<file path="src/rtl/arxrls_pkg.sv">
// Shared types, constants and saturating helpers for the ARX RLS estimator.
`timescale 1ns / 1ps
package arxrls_pkg;

  localparam int MODEL_ORDER = 4;
  localparam int NRATE = MODEL_ORDER - MODEL_ORDER / 2;
  localparam int NCMD = MODEL_ORDER / 2;
  localparam int IW = $clog2(MODEL_ORDER);
  localparam logic [IW-1:0] LAST = IW'(MODEL_ORDER - 1);

  // configuration register indexes
  localparam logic [2:0] REG_LAMBDA  = 3'd0;
  localparam logic [2:0] REG_COEF_R1 = 3'd1;
  localparam logic [2:0] REG_COV     = 3'd5;

  localparam logic [30:0] LAMBDA_RST = 31'd1073634450;
  localparam logic [30:0] LAM_MIN = 31'd536870912;
  localparam logic [30:0] LAM_MAX = 31'd1073741824;
  localparam logic [46:0] COV_DIAG_RST = 47'd17592186044;
  localparam logic signed [31:0] COEF_RST [4] = '{32'sd29091693, -32'sd13136560,
                                                  32'sd801112, 32'sd0};

  localparam logic signed [63:0] S64_MAX = 64'sh7FFF_FFFF_FFFF_FFFF;
  localparam logic signed [63:0] S64_MIN = 64'sh8000_0000_0000_0000;

  typedef logic [3:0] op_t;
  localparam op_t OP_NONE  = 4'd0;
  localparam op_t OP_START = 4'd1;
  localparam op_t OP_PV    = 4'd2;
  localparam op_t OP_PW    = 4'd3;
  localparam op_t OP_SQ    = 4'd4;
  localparam op_t OP_YH    = 4'd5;
  localparam op_t OP_D     = 4'd6;
  localparam op_t OP_K     = 4'd7;
  localparam op_t OP_KZ    = 4'd8;
  localparam op_t OP_KE    = 4'd9;
  localparam op_t OP_KW    = 4'd10;
  localparam op_t OP_PD    = 4'd11;
  localparam op_t OP_FIN   = 4'd12;

  typedef struct packed {
    logic          go;
    op_t           op;
    logic [IW-1:0] i;
    logic [IW-1:0] j;
  } cmd_t;

  typedef struct packed {
    logic mul_done;
    logic div_done;
    logic d_pos;
    logic out_busy;
  } stat_t;

  typedef struct packed {
    logic               ovf;
    logic signed [63:0] val;
  } sat_t;

  typedef struct packed {
    logic               ovf;
    logic signed [31:0] val;
  } c32_t;

  typedef struct packed {
    logic               ovf;
    logic signed [47:0] val;
  } c48_t;

  function automatic sat_t sat_add(logic signed [63:0] a, logic signed [63:0] b);
    logic signed [64:0] s;
    sat_t r;
    s = {a[63], a} + {b[63], b};
    r.ovf = s[64] ^ s[63];
    r.val = r.ovf ? (s[64] ? S64_MIN : S64_MAX) : s[63:0];
    return r;
  endfunction

  function automatic sat_t sat_sub(logic signed [63:0] a, logic signed [63:0] b);
    logic signed [64:0] s;
    sat_t r;
    s = {a[63], a} - {b[63], b};
    r.ovf = s[64] ^ s[63];
    r.val = r.ovf ? (s[64] ? S64_MIN : S64_MAX) : s[63:0];
    return r;
  endfunction

  function automatic c32_t clamp32(logic signed [63:0] x);
    c32_t r;
    r.ovf = !((&x[63:31]) || !(|x[63:31]));
    r.val = r.ovf ? (x[63] ? 32'sh8000_0000 : 32'sh7FFF_FFFF) : x[31:0];
    return r;
  endfunction

  function automatic c48_t clamp48(logic signed [63:0] x);
    c48_t r;
    r.ovf = !((&x[63:47]) || !(|x[63:47]));
    r.val = r.ovf ? (x[63] ? 48'sh8000_0000_0000 : 48'sh7FFF_FFFF_FFFF) : x[47:0];
    return r;
  endfunction

  function automatic logic [63:0] mag64(logic signed [63:0] a);
    return a[63] ? 64'(-a) : 64'(a);
  endfunction

  // coefficient slot of rate1, rate2, cmd1, cmd2; -1 when the tap is absent
  function automatic int coef_slot(int which);
    case (which)
      0: return 0;
      1: return (NRATE >= 2) ? 1 : -1;
      2: return NRATE;
      default: return (NCMD >= 2) ? NRATE + 1 : -1;
    endcase
  endfunction

  // reset value of coefficient slot k; zero where no init register maps to it
  function automatic logic signed [31:0] coef_rst_at(int k);
    for (int n = 0; n < 4; n++)
      if (coef_slot(n) == k) return COEF_RST[n];
    return 32'sd0;
  endfunction

endpackage

</file>
<file path="src/rtl/arxrls_ctrl.sv">
// Sequencer: steps the datapath through the prediction, gain, error, coefficient and covariance update.
`timescale 1ns / 1ps
module arxrls_ctrl (
  input  logic              clk,
  input  logic              rst,
  input  logic              in_valid,
  output logic              in_ready,
  input  arxrls_pkg::stat_t stat,
  output arxrls_pkg::cmd_t  cmd
);
  import arxrls_pkg::*;

  localparam logic [3:0] ST_IDLE = 4'd0;
  localparam logic [3:0] ST_PV   = 4'd1;
  localparam logic [3:0] ST_PW   = 4'd2;
  localparam logic [3:0] ST_SQ   = 4'd3;
  localparam logic [3:0] ST_YH   = 4'd4;
  localparam logic [3:0] ST_D    = 4'd5;
  localparam logic [3:0] ST_K    = 4'd6;
  localparam logic [3:0] ST_KE   = 4'd7;
  localparam logic [3:0] ST_KW   = 4'd8;
  localparam logic [3:0] ST_PD   = 4'd9;
  localparam logic [3:0] ST_FIN  = 4'd10;

  logic [3:0]    state, state_next;
  logic          pend, pend_next;
  logic [IW-1:0] i, i_next, j, j_next;
  logic          i_last, j_last;

  always_comb begin
    state_next = state;
    pend_next  = pend;
    i_next     = i;
    j_next     = j;
    i_last     = (i == LAST);
    j_last     = (j == LAST);
    cmd.go     = 1'b0;
    cmd.op     = OP_NONE;
    cmd.i      = i;
    cmd.j      = j;
    in_ready   = (state == ST_IDLE);
    case (state)
      ST_IDLE: begin
        cmd.op = OP_START;
        if (in_valid) begin
          cmd.go     = 1'b1;
          i_next     = '0;
          j_next     = '0;
          state_next = ST_PV;
        end
      end
      ST_PV, ST_PW, ST_SQ, ST_YH, ST_KE, ST_KW, ST_PD,
      ST_K: begin
        case (state)
          ST_PV:   cmd.op = OP_PV;
          ST_PW:   cmd.op = OP_PW;
          ST_SQ:   cmd.op = OP_SQ;
          ST_YH:   cmd.op = OP_YH;
          ST_KE:   cmd.op = OP_KE;
          ST_KW:   cmd.op = OP_KW;
          ST_PD:   cmd.op = OP_PD;
          default: cmd.op = stat.d_pos ? OP_K : OP_KZ;
        endcase
        if (state == ST_K && !stat.d_pos) begin
          // no gain: zero it directly, without the divider
          cmd.go = 1'b1;
          i_next = i_last ? '0 : i + 1'b1;
          if (i_last) state_next = ST_KE;
        end else if (!pend) begin
          cmd.go    = 1'b1;
          pend_next = 1'b1;
        end else if ((state == ST_K || state == ST_PD) ? stat.div_done : stat.mul_done) begin
          pend_next = 1'b0;
          case (state)
            ST_PV: state_next = ST_PW;
            ST_KW: state_next = ST_PD;
            ST_PW, ST_PD: begin
              j_next = j_last ? '0 : j + 1'b1;
              if (j_last) i_next = i_last ? '0 : i + 1'b1;
              if (j_last && i_last) state_next = (state == ST_PW) ? ST_SQ : ST_FIN;
              else                  state_next = (state == ST_PW) ? ST_PV : ST_KW;
            end
            default: begin
              i_next = i_last ? '0 : i + 1'b1;
              if (i_last) begin
                case (state)
                  ST_SQ:   state_next = ST_YH;
                  ST_YH:   state_next = ST_D;
                  ST_K:    state_next = ST_KE;
                  default: state_next = ST_KW;
                endcase
              end
            end
          endcase
        end
      end
      ST_D: begin
        cmd.op     = OP_D;
        cmd.go     = 1'b1;
        i_next     = '0;
        state_next = ST_K;
      end
      ST_FIN: begin
        cmd.op = OP_FIN;
        if (!stat.out_busy) begin
          cmd.go     = 1'b1;
          state_next = ST_IDLE;
        end
      end
      default: state_next = ST_IDLE;
    endcase
  end

  always_ff @(posedge clk) begin
    if (rst) begin
      state <= ST_IDLE;
      pend  <= 1'b0;
      i     <= '0;
      j     <= '0;
    end else begin
      state <= state_next;
      pend  <= pend_next;
      i     <= i_next;
      j     <= j_next;
    end
  end
endmodule

</file>
<file path="config.mk">
export PLATFORM = sky130hd
export DESIGN_NAME = arxrls_ctrl
export DESIGN_NICKNAME = d
export VERILOG_FILES = /design/src/rtl/arxrls_pkg.sv /design/src/rtl/arxrls_ctrl.sv
export SDC_FILE = /design/constraint.sdc
export NUM_CORES = 1
export LEC_CHECK = 0
export BUFFER_PORTS_ARGS = -buffer_cell sky130_fd_sc_hd__buf_2
export CAP_MARGIN = 20
export CORE_MARGIN = 2
export CORE_UTILIZATION = 58
export DETAILED_ROUTE_END_ITERATION = 10
export PLACE_DENSITY = 0.89
export SYNTH_ARGS = -nofsm -noshare
export SYNTH_HDL_FRONTEND = slang
export SYNTH_SLANG_ARGS = --single-unit
</file>
<file path="constraint.sdc">
create_clock -name clk -period 6.13 [get_ports clk]
set_clock_uncertainty 0.1 [all_clocks]
set_input_delay 1.226 -clock clk [delete_from_list [all_inputs] [get_ports clk]]
set_output_delay 1.226 -clock clk [all_outputs]
set_load 0.05 [all_outputs]
</file>
==> flow_summary_export.csv <==
group,metric,value,unit
status,status,"finished clean",
sta,worst-slew-pin-transition,0.898,ns
layout,drive_gt1_frac,0.197,
layout,multi_input_area,653,µm²
place,preCtsSetupSlack,2.67,ns
sta,fin_crit,3.58,ns
sta,slew_violations,0,
clocking,ctsHoldBuffers,0,
critical_path,cp_max_fo,28,
floorplan,rows,14,
global_route,antenna_found_initial,0,
clocking,cts_root_buf,"clkbuf_4",
global_route,track_usage,0.258,
logic_synthesis,synth-async-reset-ratio,0,
place,dp_cells,149,
routing,routed_wl,2300,µm
clocking,cts_made_buffers,3,
layout,fin_nets,147,
clocking,cts_tree,"yes",
layout,fin_util,0.668,
critical_path,worstPathArrival,2.25,ns
critical_path,worstSetupEndpointType,"output pin",
floorplan,fp.dieW,43.3,µm
layout,areaGrowthSynthToFinish,9.79,%
logic_synthesis,yosysSeqAreaShare,0.201,
logic_synthesis,ys_warn_count,0,
routing,via_per_inst,6.99,
sta,fin_crit_sh,0.584,
pwr,p_leak,0.000392,µW
routing,first_pass_iters,4,
floorplan,die-height,43.3,µm
sta,hold_viol,0,
sta,clock.fmax,279,MHz
critical_path,cp-start-kind,"flip-flop",
clocking,htree_levels,1,
layout,mostFrequentLayoutCells,"16 x buf_2, 12 x nand2_1, 10 x nor2_1, 10 x a21oi_1",
layout,final_common_cell,"buf_2",
job,maxCapViolations,0,
logic_synthesis,synth_top_area_frac,0.201,
place,port_buffers,16,
sta,tns,0,ns
layout,regArea,180,µm²
hold_path,worstHoldStart,"i[1]",
logic_synthesis,synth_nets,134,
clocking,post_cts_buffers,0,
sta,rsz0062_at_grt,"no",
clocking,cts_resized,0,
routing,drc,0,
layout,antenna_cells,0,
pwr,p_per_area,429,nW/µm²
sta,slew_headroom,0.401,
hold_path,hold_class,"flip-flop to flip-flop",
critical_path,r2r_slack,3.42,ns
logic_synthesis,synth_top_area_cell,"dfxtp_1",
logic_synthesis,synthesis.area,895,µm²
routing,first_iter_violations,39,
sta,fin_ws,2.55,ns
clocking,cts.path.max_buffers,2,
global_route,grt_overflow,0,
routing,wl_per_cell,15.0,µm
logic_synthesis,synth.avg_cell_area,7.16,µm²
floorplan,io_pins,17,
hold_path,hold-path-cell-count,2,
floorplan,start_util,0.608,
floorplan,die_area,1870,µm²
logic_synthesis,ys_types,44,
layout,final-instance-count-excl-fill,153,
critical_path,reg2reg_depth,5,
routing,drtAntennaViolNets,0,
logic_synthesis,synth_edf_count,0,
hold_path,hold_end,"i[1]",
global_route,grt_max_degree,29,
global_route,grt_pass1_wl,3750,µm
logic_synthesis,ys.flop_type,"dfxtp_1",
pwr,peakVddDrop,0.288,mV
floorplan,coreArea,1470,µm²
logic_synthesis,netlist_instances,125,
critical_path,timing.rr.start,"state[3]",
clocking,clock_latency,0.25,ns
clocking,cts_sinks,9,
routing,vias,1069,
critical_path,cp.required,4.80,ns
place,dpl.hpwl,1640,µm
clocking,clk_pin_slew,0.06,ns
critical_path,crit_type,"flip-flop to output pin",
sta,whs,0.379,ns
logic_synthesis,synth-seq-cells,9,
layout,fillers,139,
critical_path,r2r-end,"state[1]",
logic_synthesis,yosys-top-cells-area,"dfxtp_1 20%, a21oi_1 5.6%, o21ai_0 5.0%",
place,gp_congestion,0.912,
global_route,grt_pass1_vias,883,
sta,setup_viol,0,
[critical path, stage by stage, from the launching register on]
cell and delay (ns):
dfxtp_1 0.90, inv_1 0.30, a31oi_1 0.37, o311ai_0 0.18, buf_2 0.25
[sequential cells by signal, indices dropped and copies added, names as in the netlist]
register and count:
state 4, i 2, j 2, pend 1
[cells by family (layout without fill, tap and decap cells)]
group / count (synthesis) / count (layout) / synth area share
xor+xnor: 1 / 1 / 0.00979
compound gates: 39 / 39 / 0.298
fa+ha+maj: 2 / 2 / 0.0280
flops: 9 / 9 / 0.201
mux: 6 / 6 / 0.0699
simple gates: 54 / 54 / 0.324
buf+inv: 14 / 26 / 0.0685
[cells in the mapped netlist (all sizes together) (2+ instances only)]
| cell | count |
|---|---|
| a21oi | 11 |
| a31o | 3 |
| a31oi | 2 |
| a32o | 2 |
| and2 | 2 |
| buf | 6 |
| clkbuf | 2 |
| dfxtp | 9 |
| ha | 2 |
| inv | 5 |
| mux2 | 2 |
| mux2i | 4 |
| nand2 | 12 |
| nand2b | 3 |
| nand3b | 3 |
| nand4 | 2 |
| nand4b | 2 |
| nor2 | 10 |
| nor2b | 2 |
| nor3 | 8 |
| nor4 | 3 |
| o21ai | 9 |
| o311ai | 2 |
| or2 | 2 |
| or4 | 2 |
[power breakdown]
part | internal (µW) | switching [µW]
sequential | 72.2 | 35.8
combinational | 92.5 | 177
clock | 24.9 | 18.6
[cell type report]
class	instances	share of cell area
Clock buffer	4	0.0268
Inverter	6	0.0229
Multi-Input combinational cell	102	0.665
Sequential cell	9	0.183
Tap cell	16	0.0204
Timing Repair Buffer	16	0.0815
[worst max-delay path by stage]
stage	start	end	slack, ns
finish	state[3]	cmd[8]	2.55
global route	state[3]	cmd[8]	2.42
floorplan	in_valid	cmd[8]	1.71
global placement	stat[1]	cmd[4]	2.72
CTS	state[3]	cmd[8]	2.59
detailed placement	stat[1]	cmd[8]	2.67
[stage by stage]
stage               total power, µW  cell area [µm²]
finish                          421              982
global placement                367              956
floorplan                       320              895
CTS                             419              982
global route                    451              982
detailed placement              373              956
[per-layer routing]
layer / global-route usage / share of wire / vias up
li1: - / - / 507
met1: 0.322 / 0.40 / 489
met2: 0.403 / 0.47 / 61
met3: 0.0468 / 0.097 / 12
met4: 0.164 / 0.027 / 0
met5: 0 / 0 / -
Power figures use the tool's default switching activity.
